[src/rtl/kclf_pkg.sv]
// Shared types and constants of the keypad code lock.
package kclf_pkg;

  // Field widths of the event and result channels.
  localparam int unsigned KEY_W    = 8;
  localparam int unsigned STATUS_W = 3;
  localparam int unsigned MODE_W   = 2;
  localparam int unsigned COUNT_W  = 4;

  // Default number of digits in a code.
  localparam int unsigned CODE_LENGTH_DEF = 4;

  // Event kinds on the input channel.
  localparam logic REQ_KEY    = 1'b0;
  localparam logic REQ_BUTTON = 1'b1;

  // Result status codes.
  typedef enum logic [STATUS_W-1:0] {
    ST_NONE        = 3'd0,
    ST_UNLOCK      = 3'd1,
    ST_WRONG       = 3'd2,
    ST_ASK_NEW     = 3'd3,
    ST_ASK_CONFIRM = 3'd4,
    ST_SAVED       = 3'd5,
    ST_ASK_OLD     = 3'd6,
    ST_CANCELLED   = 3'd7
  } status_t;

  // Lock modes as seen on the result channel.
  localparam logic [MODE_W-1:0] MODE_CODE_NORMAL  = 2'd0;
  localparam logic [MODE_W-1:0] MODE_CODE_VERIFY  = 2'd1;
  localparam logic [MODE_W-1:0] MODE_CODE_NEW     = 2'd2;
  localparam logic [MODE_W-1:0] MODE_CODE_CONFIRM = 2'd3;

endpackage

[src/rtl/kclf_if.sv]
// Valid/ready channel interfaces for events and results of the code lock.
interface kclf_in_if;
  logic                        valid;
  logic                        ready;
  logic                        req_type;
  logic [kclf_pkg::KEY_W-1:0]  key_value;

  modport source (output valid, output req_type, output key_value, input ready);
  modport sink   (input valid, input req_type, input key_value, output ready);
endinterface

interface kclf_out_if;
  logic                           valid;
  logic                           ready;
  logic [kclf_pkg::STATUS_W-1:0]  status;
  logic                           door_open;
  logic                           key_accepted;
  logic [kclf_pkg::MODE_W-1:0]    mode_now;
  logic [kclf_pkg::COUNT_W-1:0]   digits_held;

  modport source (output valid, output status, output door_open, output key_accepted,
                  output mode_now, output digits_held, input ready);
  modport sink   (input valid, input status, input door_open, input key_accepted,
                  input mode_now, input digits_held, output ready);
endinterface

[src/rtl/keypad_code_lock_fsm_core.sv]
// Keypad code lock: collects key digits, checks and changes the code.
// An event passes the input register, then the result register; a stalled result
// register holds stage 1 back. Throughput: one event per cycle while the result channel
// does not stall; the single-pass judge logic sets that figure.
// Reset (rst_n low, synchronous) empties both registers, returns the lock to normal
// mode with no digits held, and clears entry, working and saved codes to zero.
module keypad_code_lock_fsm_core #(
  parameter int unsigned CODE_LENGTH = kclf_pkg::CODE_LENGTH_DEF
) (
  input  logic        clk,
  input  logic        rst_n,
  kclf_in_if.sink     in_if,
  kclf_out_if.source  out_if
);

  // One-hot lock mode.
  typedef enum logic [3:0] {
    MODE_NORMAL  = 4'b0001,
    MODE_VERIFY  = 4'b0010,
    MODE_NEW     = 4'b0100,
    MODE_CONFIRM = 4'b1000
  } mode_t;

  typedef logic [kclf_pkg::KEY_W-1:0] digit_t;

  // Input register.
  logic                       s1_valid_r;
  logic                       s1_req_r;
  digit_t                     s1_key_r;

  // Lock state.
  mode_t                         mode_r, mode_nxt;
  logic [kclf_pkg::COUNT_W-1:0]  count_r, count_nxt;
  digit_t                        entry_r [CODE_LENGTH];
  digit_t                        entry_nxt [CODE_LENGTH];
  digit_t                        work_r [CODE_LENGTH];
  digit_t                        work_nxt [CODE_LENGTH];
  digit_t                        saved_r [CODE_LENGTH];
  digit_t                        saved_nxt [CODE_LENGTH];

  // Result register.
  logic                          out_valid_r;
  kclf_pkg::status_t             out_status_r, status_nxt;
  logic                          out_door_r, door_nxt;
  logic                          out_acc_r, acc_nxt;
  logic [kclf_pkg::MODE_W-1:0]   out_mode_r, mode_code_nxt;
  logic [kclf_pkg::COUNT_W-1:0]  out_count_r;

  logic                          s1_adv;
  logic                          key_take;
  logic [kclf_pkg::COUNT_W-1:0]  count_inc;
  logic                          entry_full;
  logic                          code_match;
  digit_t                        entry_upd [CODE_LENGTH];

  // Stage 1 moves on when the result register is free or being drained.
  assign s1_adv      = s1_valid_r && (!out_valid_r || out_if.ready);
  assign in_if.ready = !s1_valid_r || s1_adv;

  // Input register: capture each event transfer.
  always_ff @(posedge clk) begin
    if (!rst_n) begin
      s1_valid_r <= 1'b0;
    end else if (in_if.ready) begin
      s1_valid_r <= in_if.valid;
    end
    if (in_if.valid && in_if.ready) begin
      s1_req_r <= in_if.req_type;
      s1_key_r <= in_if.key_value;
    end
  end

  // A nonzero key is stored while the buffer has room.
  assign key_take  = (s1_req_r == kclf_pkg::REQ_KEY) && (s1_key_r != '0) &&
                     (count_r < kclf_pkg::COUNT_W'(CODE_LENGTH));
  assign count_inc = count_r + kclf_pkg::COUNT_W'(key_take);
  assign entry_full = (count_inc >= kclf_pkg::COUNT_W'(CODE_LENGTH));

  // Entry buffer with the new digit in place, and its compare to the working code.
  always_comb begin
    code_match = 1'b1;
    for (int i = 0; i < int'(CODE_LENGTH); i++) begin
      entry_upd[i] = (key_take && (count_r == kclf_pkg::COUNT_W'(i))) ? s1_key_r : entry_r[i];
      if (entry_upd[i] != work_r[i]) begin
        code_match = 1'b0;
      end
    end
  end

  // Mode and code updates for one event.
  always_comb begin
    mode_nxt   = mode_r;
    count_nxt  = count_r;
    status_nxt = kclf_pkg::ST_NONE;
    door_nxt   = 1'b0;
    acc_nxt    = 1'b0;
    for (int i = 0; i < int'(CODE_LENGTH); i++) begin
      entry_nxt[i] = entry_r[i];
      work_nxt[i]  = work_r[i];
      saved_nxt[i] = saved_r[i];
    end
    if (s1_req_r == kclf_pkg::REQ_KEY) begin
      acc_nxt   = key_take;
      count_nxt = count_inc;
      for (int i = 0; i < int'(CODE_LENGTH); i++) begin
        entry_nxt[i] = entry_upd[i];
      end
      if (entry_full) begin
        count_nxt = '0;
        if (mode_r == MODE_NEW) begin
          // A new code is taken without any compare.
          for (int i = 0; i < int'(CODE_LENGTH); i++) begin
            work_nxt[i] = entry_upd[i];
          end
          mode_nxt   = MODE_CONFIRM;
          status_nxt = kclf_pkg::ST_ASK_CONFIRM;
        end else if (!code_match) begin
          status_nxt = kclf_pkg::ST_WRONG;
        end else begin
          case (mode_r)
            MODE_NORMAL: begin
              door_nxt   = 1'b1;
              status_nxt = kclf_pkg::ST_UNLOCK;
            end
            MODE_VERIFY: begin
              mode_nxt   = MODE_NEW;
              status_nxt = kclf_pkg::ST_ASK_NEW;
            end
            default: begin
              // Confirmed: commit the working code to the saved copy.
              for (int i = 0; i < int'(CODE_LENGTH); i++) begin
                saved_nxt[i] = work_r[i];
              end
              mode_nxt   = MODE_NORMAL;
              status_nxt = kclf_pkg::ST_SAVED;
            end
          endcase
        end
      end
    end else begin
      count_nxt = '0;
      if (mode_r == MODE_NORMAL) begin
        mode_nxt   = MODE_VERIFY;
        status_nxt = kclf_pkg::ST_ASK_OLD;
      end else begin
        // Cancel: restore the working code from the saved copy.
        for (int i = 0; i < int'(CODE_LENGTH); i++) begin
          work_nxt[i] = saved_r[i];
        end
        mode_nxt   = MODE_NORMAL;
        status_nxt = kclf_pkg::ST_CANCELLED;
      end
    end
  end

  // Encode the mode after the step for the result channel.
  always_comb begin
    case (mode_nxt)
      MODE_NORMAL:  mode_code_nxt = kclf_pkg::MODE_CODE_NORMAL;
      MODE_VERIFY:  mode_code_nxt = kclf_pkg::MODE_CODE_VERIFY;
      MODE_NEW:     mode_code_nxt = kclf_pkg::MODE_CODE_NEW;
      MODE_CONFIRM: mode_code_nxt = kclf_pkg::MODE_CODE_CONFIRM;
      default:      mode_code_nxt = kclf_pkg::MODE_CODE_NORMAL;
    endcase
  end

  // Lock state registers.
  always_ff @(posedge clk) begin
    if (!rst_n) begin
      mode_r  <= MODE_NORMAL;
      count_r <= '0;
      for (int i = 0; i < int'(CODE_LENGTH); i++) begin
        entry_r[i] <= '0;
        work_r[i]  <= '0;
        saved_r[i] <= '0;
      end
    end else if (s1_adv) begin
      mode_r  <= mode_nxt;
      count_r <= count_nxt;
      for (int i = 0; i < int'(CODE_LENGTH); i++) begin
        entry_r[i] <= entry_nxt[i];
        work_r[i]  <= work_nxt[i];
        saved_r[i] <= saved_nxt[i];
      end
    end
  end

  // Result register: loaded as stage 1 moves on, drained by a result transfer.
  always_ff @(posedge clk) begin
    if (!rst_n) begin
      out_valid_r <= 1'b0;
    end else if (s1_adv) begin
      out_valid_r <= 1'b1;
    end else if (out_if.ready) begin
      out_valid_r <= 1'b0;
    end
    if (s1_adv) begin
      out_status_r <= status_nxt;
      out_door_r   <= door_nxt;
      out_acc_r    <= acc_nxt;
      out_mode_r   <= mode_code_nxt;
      out_count_r  <= count_nxt;
    end
  end

  assign out_if.valid        = out_valid_r;
  assign out_if.status       = out_status_r;
  assign out_if.door_open    = out_door_r;
  assign out_if.key_accepted = out_acc_r;
  assign out_if.mode_now     = out_mode_r;
  assign out_if.digits_held  = out_count_r;

endmodule

[src/flat_wrapper.sv]
// flat-port wrapper written by rule: the top's interface ports become plain ports
module keypad_code_lock_fsm_core_flat 
#(
  parameter int unsigned CODE_LENGTH = kclf_pkg::CODE_LENGTH_DEF
)
  (clk, rst_n, in_if_valid, in_if_req_type, in_if_key_value, in_if_ready, out_if_valid, out_if_status, out_if_door_open, out_if_key_accepted, out_if_mode_now, out_if_digits_held, out_if_ready);
  kclf_in_if in_if_i ();
  kclf_out_if out_if_i ();
  input  logic clk;
  input  logic rst_n;
  input wire logic [$bits(in_if_i.valid)-1:0] in_if_valid;
  input wire logic [$bits(in_if_i.req_type)-1:0] in_if_req_type;
  input wire logic [$bits(in_if_i.key_value)-1:0] in_if_key_value;
  output wire logic [$bits(in_if_i.ready)-1:0] in_if_ready;
  output wire logic [$bits(out_if_i.valid)-1:0] out_if_valid;
  output wire logic [$bits(out_if_i.status)-1:0] out_if_status;
  output wire logic [$bits(out_if_i.door_open)-1:0] out_if_door_open;
  output wire logic [$bits(out_if_i.key_accepted)-1:0] out_if_key_accepted;
  output wire logic [$bits(out_if_i.mode_now)-1:0] out_if_mode_now;
  output wire logic [$bits(out_if_i.digits_held)-1:0] out_if_digits_held;
  input wire logic [$bits(out_if_i.ready)-1:0] out_if_ready;
  assign in_if_i.valid = in_if_valid;
  assign in_if_i.req_type = in_if_req_type;
  assign in_if_i.key_value = in_if_key_value;
  assign in_if_ready = in_if_i.ready;
  assign out_if_valid = out_if_i.valid;
  assign out_if_status = out_if_i.status;
  assign out_if_door_open = out_if_i.door_open;
  assign out_if_key_accepted = out_if_i.key_accepted;
  assign out_if_mode_now = out_if_i.mode_now;
  assign out_if_digits_held = out_if_i.digits_held;
  assign out_if_i.ready = out_if_ready;
  keypad_code_lock_fsm_core #(.CODE_LENGTH(CODE_LENGTH)) u_core (.clk(clk), .rst_n(rst_n), .in_if(in_if_i), .out_if(out_if_i));
endmodule
[config.mk]
export PLATFORM = sky130hd
export DESIGN_NAME = keypad_code_lock_fsm_core_flat
export DESIGN_NICKNAME = d
export VERILOG_FILES = /design/src/rtl/kclf_pkg.sv /design/src/rtl/kclf_if.sv /design/src/rtl/keypad_code_lock_fsm_core.sv /design/src/flat_wrapper.sv
export SDC_FILE = /design/constraint.sdc
export NUM_CORES = 1
export LEC_CHECK = 0
export BUFFER_PORTS_ARGS = -buffer_cell sky130_fd_sc_hd__buf_4
export CAP_MARGIN = 20
export CELL_PAD_IN_SITES_DETAIL_PLACEMENT = 0
export CELL_PAD_IN_SITES_GLOBAL_PLACEMENT = 2
export CORE_MARGIN = 5
export CORE_UTILIZATION = 37
export DETAILED_ROUTE_END_ITERATION = 16
export PLACE_DENSITY = 0.73
export SLEW_MARGIN = 20
export SYNTH_ARGS = -nofsm -noshare
export SYNTH_HDL_FRONTEND = slang
export SYNTH_SLANG_ARGS = --single-unit
[constraint.sdc]
create_clock -name clk -period 5.25 [get_ports clk]
set_clock_uncertainty 0.2 [all_clocks]
set_input_delay 0.2625 -clock clk [delete_from_list [all_inputs] [get_ports clk]]
set_output_delay 0.2625 -clock clk [all_outputs]
set_load 0.01 [all_outputs]
**Word-level counts from Yosys, hierarchy flattened**

Memory sizes are Yosys's and may differ from the RTL's.
Index checks and enable logic that the tools add are counted.

- Register bits after elaboration: 30
- Memory bits (writable): 96
- Input port bits: 13
- Logic and storage cells: 114
- Memories: 3

- Add/sub/neg operators: 1
- Order comparisons: 2
- Eq/ne operators: 13
- Mux-type cells: 52
- Bitwise logic cells: 15
- Reduce and logical (&&, ||, !) cells: 17

Memory list:

| name | depth | bits a word | rd ports | clocked after Yosys merged registers in | wr ports | line | source |
|---|---|---|---|---|---|---|---|
| u_core.entry_r | 4 | 8 | 4 | 0 | 4 | keypad_code_lock_fsm_core.sv:34 | `digit_t entry_r [CODE_LENGTH];` |
| u_core.saved_r | 4 | 8 | 4 | 0 | 4 | keypad_code_lock_fsm_core.sv:38 | `digit_t saved_r [CODE_LENGTH];` |
| u_core.work_r | 4 | 8 | 4 | 0 | 4 | keypad_code_lock_fsm_core.sv:36 | `digit_t work_r [CODE_LENGTH];` |

Operator list:

| operator | number |
|---|---|
| $mux 32 | 10 |
| $mux 8 | 16 |
| $ne 8x8->1 | 4 |
| $mux 4 | 6 |
| $eq 4x2->1 const B | 4 |
| $mux 1 | 12 |
| $mux 3 | 4 |
| $or 1x1->1 | 12 |
| $eq 4x1->1 const B | 2 |
| $eq 4x3->1 const B | 2 |
| $logic_and 1x1->1 | 8 |
| $pmux 4 s2 | 1 |
| $reduce_bool 8->1 | 1 |
| $pmux 2 s3 | 1 |
| $pmux 3 s2 | 1 |
| $add 4x1->4 | 1 |
| $eq 4x4->1 const B | 1 |
| $ge 4x3->1 const B | 1 |
| $logic_not 4->1 | 1 |
| $lt 4x3->1 const B | 1 |
| $reduce_or 4->1 | 1 |
| $not 1->1 | 3 |
| $logic_not 1->1 | 2 |
| $logic_or 1x1->1 | 2 |
| 3 further kinds | 3 |

**Logic depth before layout (Yosys ltp)**

Gate-level depths: netlist (run 1).

- Depth in word-level cells: 16
- Gate-level depth with buffers: 12
- Depth with buffers taken out: 11

**Least setup slack after synthesis (run 1)**

OpenSTA, ideal clock, no wires.

- Path type: register -> register
- From: reg u_core.s1_key_r[2] (netlist name)
- To: mem u_core.work_r[0][0] (netlist bit), enable pin
- Arrival: 4.931 ns
- Required time: 4.580 ns
- Path slack: -0.350 ns
- Stages on the path, launching flop included: 11
- Clock period less this slack: 5.600 ns
- Path through: edfxtp_1 -> buf_2 -> or4_1 -> o21ai_2 -> inv_1 -> ha_1 -> ha_1 -> a31o_2 -> nor3_1 -> nor2_1 -> o31ai_1

RTL lines:

| item | line |
|---|---|
| end: declaration | keypad_code_lock_fsm_core.sv:36 |

==> results list, run 1 <==
- CTS saw 126 sinks.
* Average footprint of a synthesized cell: 10.4 um^2
- The number of global-route vias before repair was 4,926.
* Cell with the largest stage delay on the worst path: a2111oi_2
- Num ports: 26
- The final max-slew violation count is 0.
- Crit path time final: 4.51 ns
* Global-route wire length before repair: 28,700 um
* Setup fix buffers added after clock tree synthesis: 0
- Yosys mapped a number of flops with a built-in enable equal to 116.
* Overflow left after global routing: 0
- HP Class: input pin to flip-flop
- CTS buffer count: 17
- Setup slack on the worst reg-to-reg path comes out at 0.74 ns.
* Crit Reg-Reg Endpoint: u_core.saved_r[1][0]
- The number of cells on the worst reg-to-reg path is 9.
* Biggest cell delay along the critical path: 0.91 ns
- Count of cell instances traversed by the critical path: 9
- For this run, design rule violations remaining after detail routing come to 0.
- Cell accounting for the most synthesized area: edfxtp_1
- Clock Latency Late Sink: 0.42 ns
- Final-report setup violation count: 0
- Sequential share of the synthesized area: 55.3%
* Hold_ws: 0.0484 ns
* Pin count of the biggest net entering global routing: 49
- Beginning of the worst register-to-register path: u_core.s1_key_r[7]
* Critical Path Sink: u_core.saved_r[1][0]
- CTS placed an instance of clkbuf_16 at the clock tree root.
* Cell with the most instances after synthesis: nor2_1
- The H-tree was split into 4 levels.
- Buffers placed on the I/O ports in this run total 25.
- Clock Tree Buf Depth: 2
- 0 antenna diodes ended up in the layout.
* Data required time of the critical path: 5.14 ns
- Mapped Area: 6660 um^2
- All-Layer GR Usage: 18.2%
* Final ANT Viol Nets: 0
- Initial Util: 37.3%
- Type of the setup path with the least slack: flip-flop to flip-flop
* Overall die area: 20,800 um^2
- After the last flow step, the layout net total stands at 682.
- Status: finished, final reports clean
* Peak VDD IR: 211 uV
- Via count: 5,037
- Setup repair after global routing left no endpoint under its margin.
- Max-cap violations in this run came to 0.
- Site Rows: 49
- Distinct cells, synth: 67
- Final TNS setup: 0 ns
- In this run the power density over the cells is 340 nW/um^2.
- Critical path launch point: u_core.s1_key_r[7]
* Max FO, Critical Path: 20
- The final critical path takes up 85.9% of the cycle.
- Top area cells in the synthesized netlist: edfxtp_1 52%, nor2_1 7.7%, a21oi_1 4.1%
* Y dimension of the die: 144 um
- Counting flops with an async set or reset pin after synthesis yields a share of 0%.
- The first detailed-routing pass ran for 4 iterations.
- Cells with a size suffix above 1 make up 13.1% of the layout.
- In the synthesized netlist the dominant register cell turns out to be edfxtp_1.
* Worst Min Path Start: rst_n
* Cell family contributing the most delay on the critical path: compound AO/OA/AOI/OAI gates
- Synthesis produced a netlist whose cell count is 638.
- Ranked by instance count, the synthesized netlist is headed by 136 x nor2_1, 116 x edfxtp_1, 54 x a21oi_1.
* Leakage dissipation: 2.87 nW
- In the final routed layout, each cell accounts on average for 20.0 um.
- Hold Fails Final Rpt: 0
* Yosys top cell area share: 52.3%
- Via-per-instance ratio: 5.54
- Based on the critical path, the design can be clocked at up to 222 MHz.
- Worst Setup End Kind: flip-flop
* Area growth, synth to finish: 17.1%
- Fillcell total: 1,698
- Initial antenna violation count: 0
- Detailed placement finished with a half-perimeter wire length of 12,400 um.
- Violation count after the first detailed-routing iteration: 439
* Final weighted congestion in routability-driven placement: 0.881
* Final core utilization: 43.7%
* Reg clk slew, reported paths: 0.06 ns
- Headroom to the max-slew limit came out at 36.7%.
- Critical path buffer and inverter count: 1
* Worst-margin pin slew: 0.947 ns
- For the worst setup path, the data arrival time is 4.40 ns.
* Chip Width: 144 um
* Worst path cell trace: nor4_4 -> a2111oi_2 -> mux2i_1 -> o221ai_1 -> and4bb_1 -> and4_1 -> nand3_1 -> o41ai_4 -> buf_4
- The Yosys step of the flow raised 0 warnings.
* Number of register bits inferred by synthesis: 126
- Total wire length: 18,100 um
- The core region is 17,800 um^2.
- Kind of start point of the critical path: flip-flop
- CTS tree: done
-- where the power goes --
group	switching, mW	internal (mW)
clock network	0.454	0.746
registers	0.0514	1.15
logic	0.158	0.0905
-- flip-flops by register name (all words and copies together) (netlist names), 2 cells and up --
register	count
u_core.out_if.digits_held	4
u_core.entry_r	32
u_core.out_if.status	3
u_core.work_r	32
u_core.count_r	4
u_core.s1_key_r	8
u_core.out_if.mode_now	2
u_core.saved_r	32
u_core.mode_r	4
-- repair_timing --
| item | CTS | global route |
|---|---|---|
| hold endpoints to repair | 11 | 0 |
| gates resized for setup | 0 | 0 |
| hold buffers | 11 | 0 |
-- worst min-delay path by stage --
stage	end	slack, ns	cells after the start
2_1_floorplan	u_core.s1_key_r[0]	0.16	0
3_3_place_gp	u_core.s1_key_r[7]	0.24	1
3_5_place_dp	u_core.s1_key_r[7]	0.24	1
4_1_cts	u_core.mode_r[0]	0.03	2
5_1_grt	u_core.mode_r[0]	0.06	2
6_report	u_core.mode_r[0]	0.05	2
-- layout by cell type (no fill, tap or decap), types with 5 or more instances in the layout --
master / n
xor2_1: 16
o221ai_1: 5
xnor2_1: 12
mux2i_1: 27
nand2_1: 26
nor3_1: 13
inv_1: 36
o22ai_1: 6
buf_4: 39
edfxtp_1: 116
clkinvlp_4: 5
nor2_1: 136
clkbuf_16: 17
o211ai_1: 7
dlygate4sd3_1: 11
nand2b_1: 5
nand3_1: 11
nor2b_1: 5
o21ai_0: 10
a21oi_1: 54
dfxtp_1: 10
and3_1: 19
-- per-stage QoR --
stage	setup slack (ns)	area (um^2)	power, mW	cells
after floorplan	0.0173	6670	1.37	639
after global placement	0.748	7090	1.47	866
after detailed placement	0.711	7090	1.47	866
after CTS	0.691	7800	2.68	909
after global routing	0.466	7800	2.76	909
final	0.741	7800	2.65	909
-- cell type report --
type | count | area, um^2 | share of cell area (%)
Clock buffer | 18 | 429 | 5.50
Clock inverter | 14 | 169 | 2.17
Inverter | 36 | 135 | 1.73
Multi-Input combinational cell | 436 | 2690 | 34.5
Sequential cell | 126 | 3680 | 47.2
Tap cell | 229 | 287 | 3.67
Timing Repair Buffer | 50 | 403 | 5.17
-- cell families (layout without fill, tap and decap cells) --
logic type | after synthesis | after routing | synth area share (%)
flops | 126 | 126 | 55.3
simple gates | 244 | 244 | 17.5
xor+xnor | 28 | 28 | 3.68
compound gates | 133 | 133 | 14.1
other cells | 1 | 2 | 0.0563
fa+ha+maj | 2 | 2 | 0.376
mux | 27 | 27 | 4.06
buf+inv | 77 | 118 | 4.89
-- routing by layer --
metal  vias to the layer above  part of all wire, %  global-route usage (%)
li1                       2380                    -                       -
met1                      2509                   46                    24.8
met2                       124                   48                    29.2
met3                        24                  4.6                    3.70
met4                         0                  1.6                    5.99
met5                         -                    0                       0
Power figures use the tool's default switching activity.
==> run 2: changes to the inputs <==
--- a/config.mk
+++ b/config.mk
@@ -5,14 +5,15 @@
 export SDC_FILE = /design/constraint.sdc
 export NUM_CORES = 1
 export LEC_CHECK = 0
+export ABC_AREA = 1
 export BUFFER_PORTS_ARGS = -buffer_cell sky130_fd_sc_hd__buf_4
 export CAP_MARGIN = 20
 export CELL_PAD_IN_SITES_DETAIL_PLACEMENT = 0
 export CELL_PAD_IN_SITES_GLOBAL_PLACEMENT = 2
 export CORE_MARGIN = 5
-export CORE_UTILIZATION = 37
+export CORE_UTILIZATION = 41
 export DETAILED_ROUTE_END_ITERATION = 16
-export PLACE_DENSITY = 0.73
+export PLACE_DENSITY = 0.81
 export SLEW_MARGIN = 20
 export SYNTH_ARGS = -nofsm -noshare
 export SYNTH_HDL_FRONTEND = slang
==> constraint.sdc (replaced) <==
create_clock -name clk -period 5.4 [get_ports clk]
set_clock_uncertainty 0.2 [all_clocks]
set_input_delay 0.27 -clock clk [delete_from_list [all_inputs] [get_ports clk]]
set_output_delay 0.27 -clock clk [all_outputs]
set_load 0.01 [all_outputs]
==> run 2 against run 1 <==
First-iteration DRC count shrank 13%. Critical endpoint is now u_core.saved_r[1][2]. Area after synthesis shrank 4.6%. Global-route usage grew 0.79 points. Cell area shrank 4.1%.
==> results list, run 2 <==
* Top Registers: u_core.entry_r x32, u_core.saved_r x32, u_core.work_r x32
- The final count of hold timing violations came to 0 (unchanged).
- H-tree levels: 4 (unchanged)
* PostCTS Resize Cnt: 0 (unchanged)
- The number of antenna violations at the first check in global routing is 0 (unchanged).
- Number of cells in the design after placement: 939 (+8.4%)
* Cell with the most instances after synthesis: nand2_1
- The number of max-cap violations came to 0 (unchanged).
- Detailed-placement wirelength estimate: 10,700 um (-13%)
- Final cell count without fillers: 983 (+8.1%)
- TritonCTS built the clock tree.
* Global-route wire length before repair: 26,200 um (-8.7%)
* Number of stages on the worst hold path: 2 (unchanged)
- The proportion of synthesized flip-flops having asynchronous set or reset came to 0% (unchanged).
* Critical path launch point: u_core.s1_key_r[3]
* Type of the setup path with the least slack: flip-flop to flip-flop
- Cell count after synthesis: 741 (+16%)
- The worst setup path is launched from a flip-flop.
- Average wire per standard cell: 16.6 um (-17%)
* Nets@finish: 797 (+17%)
- Post-route clock period utilization: 82.6% (-3.3 points)
- Chip Width: 134 um (-6.7%)
- Final TNS setup: 0 ns (unchanged)
- The share of layout cells above drive strength 1 came to 10.1% (-3.0 points).
* Predominant post-synthesis flop cell: edfxtp_1
- Number of register bits inferred by synthesis: 126 (unchanged)
- PwrDens: 332 nW/um^2 (-2.3%)
- The worst reg-to-reg setup slack came to 0.94 ns (+0.20 ns).
- Final weighted congestion in routability-driven placement: 0.808 (-8.3%)
- Final ANT Viol Nets: 0 (unchanged)
- The headroom to the max-slew limit is 40.8% (+4.1 points).
* Antenna diode instance count: 0 (unchanged)
- Peak VDD IR: 191 uV (-9.1%)
- The clock sink total was 126 (unchanged).
- The worst hold path begins at rst_n.
* Reg2Reg Depth: 18 (+9)
- The count of pins on the block boundary was 26 (unchanged).
- CTS buffer count: 17 (unchanged)
- Total wire length: 16,300 um (-10%)
- Final-report setup violation count: 0 (unchanged)
- The combined global-route utilization of all metal layers was 19.0% (+0.79 points).
- Floorplan Core Area: 15,200 um^2 (-15%)
* Most frequent standard cell in the layout excluding fill and tap cells: nand2_1
- The startpoint identified for the worst register-to-register timing path is u_core.s1_key_r[3].
- Overall die area: 18,100 um^2 (-13%)
- Most frequent cells in the layout: 191 x nand2_1, 116 x edfxtp_1, 113 x nor2_1
- Y dimension of the die: 134 um (-6.7%)
* Top post-synthesis cells by count: 192 x nand2_1, 116 x edfxtp_1, 113 x nor2_1
* Number of enable flip-flop cells after synthesis: 116 (unchanged)
- Top area cells in the synthesized netlist: edfxtp_1 55%, nand2_1 11%, nor2_1 6.7%
- The worst setup path is captured at a flip-flop.
- The path class of the tightest hold or removal check is input pin to flip-flop.
- Status: finished, final reports clean
* Achievable clock frequency: 224 MHz (+1.1%)
- Final core utilization: 49.2% (+5.5 points)
* Residual DRC: 0 (unchanged)
- The clock transition time at the flip-flop clock pins of the worst setup and hold paths is 0.06 ns (about the same).
- The effective utilization at floorplan is 41.8% (+4.5 points).
- Via-per-instance ratio: 5.11 (-7.8%)
* Site Rows: 45 (-8.2%)
- Unrepaired setup endpoints after global routing: no
* Crit path time final: 4.46 ns (-0.0480 ns)
* Pins Over Slew Limit: 0 (unchanged)
* Via count: 5,024 (-0.26%)
- The data arrival time of the critical path was 4.38 ns (-0.02 ns).
* Clock Latency Late Sink: 0.42 ns (about the same)
- The part of the Yosys area used for sequential elements is 58.0% (+2.7 points).
- Distinct cells, synth: 28 (-58%)
- Number of port buffers: 25 (unchanged)
* Yosys warning count: 0 (unchanged)
- The number of global-route vias before repair came to 4,869 (-1.2%).
* Pin count of the biggest net entering global routing: 79 (+61%)
- Router iterations before antenna repair: 5 (+1)
- The largest total area in the synthesized netlist belongs to edfxtp_1.
- Leakage dissipation: 3.51 nW (+22%)
* Max FO, Critical Path: 37 (+85%)
- The final-layout worst hold slack is 0.0219 ns (-0.0265 ns).
* Mapped Area: 6350 um^2 (-4.6%)
* Violation count after the first detailed-routing iteration: 382 (-13%)
* Overflow left after global routing: 0 (unchanged)
- The area growth from synthesis to layout is 17.7%.
* Worst-margin pin slew: 0.887 ns (-0.0595 ns)
* Clock Tree Buf Depth: 2 (unchanged)
* Cell chosen for the clock root: clkbuf_16
- Average footprint of a synthesized cell: 8.57 um^2 (-18%)
* Yosys top cell area share: 54.8% (+2.5 points)
* Data required time of the critical path: 5.32 ns (+0.18 ns)
## run 2: per-stage QoR
stage	power (mW)	setup WS, ns	area, um^2
after floorplan	1.33	0.501	6360
after global placement	1.42	1.01	6800
after detailed placement	1.42	0.906	6800
after CTS	2.51	0.891	7480
after global routing	2.59	0.545	7480
final	2.49	0.939	7480
## run 2: per-layer routing
metal / up-vias / GRT usage [%] / wire length (um)
met5: - / 0 / 0
met4: 0 / 5.83 / 248
met3: 19 / 4.32 / 599
met2: 103 / 29.9 / 7580
met1: 2366 / 26.4 / 7900
li1: 2536 / - / -
## run 2: cell families (layout without fill, tap and decap cells)
| group | count (synthesis) | in the layout | share of synthesized area, % |
|---|---|---|---|
| AOI/OAI and AO/OA | 77 | 77 | 6.64 |
| xor gates and xnor gates | 2 | 2 | 0.276 |
| adders and majority gates | 2 | 2 | 0.394 |
| buffers and inverters | 140 | 193 | 8.51 |
| DFF | 126 | 126 | 58.0 |
| other | 1 | 2 | 0.0590 |
| and+or+nand+nor | 393 | 393 | 26.2 |
## run 2: area by class of cell
type	count	area, um^2
clock inverter	10	55.1
inverter	113	424
timing repair buffer	48	403
multi-input combinational	476	2170
tap	188	235
fill	1457	7720
clock buffer	22	505
sequential	126	3680
## run 2: power breakdown
part           total [mW]  switching, mW  internal (mW)
sequential           1.15         0.0255           1.13
combinational       0.254          0.175         0.0791
clock                1.08          0.423          0.658
## run 2: what timing repair did
action,in CTS,in global routing
hold buffers,12,0
buffers inserted,0,0
hold endpoints to repair,11,0
setup endpoints to repair,0,0
## run 2: final timing paths
path                                to
setup / recovery  u_core.saved_r[1][2]
setup reg to reg  u_core.saved_r[1][2]
hold / removal        u_core.mode_r[0]
hold reg to reg      u_core.count_r[3]
## run 2: worst max-delay path: stages (launching register included)
cell and delay [ns]:
edfxtp_1 0.48, inv_1 0.13, nand2_1 0.06, nor2_1 0.13, nand2_2 0.39, nand3_2 0.41
nand2_1 0.17, nand2_1 0.11, nand2_1 0.06, nand2_1 0.07, nand2_1 0.07, nor2_1 0.20
nand2_1 0.08, nor2_1 0.29, nand2_1 0.17, inv_1 0.10, nand4_1 0.15, o21ai_4 0.60
buf_12 0.25
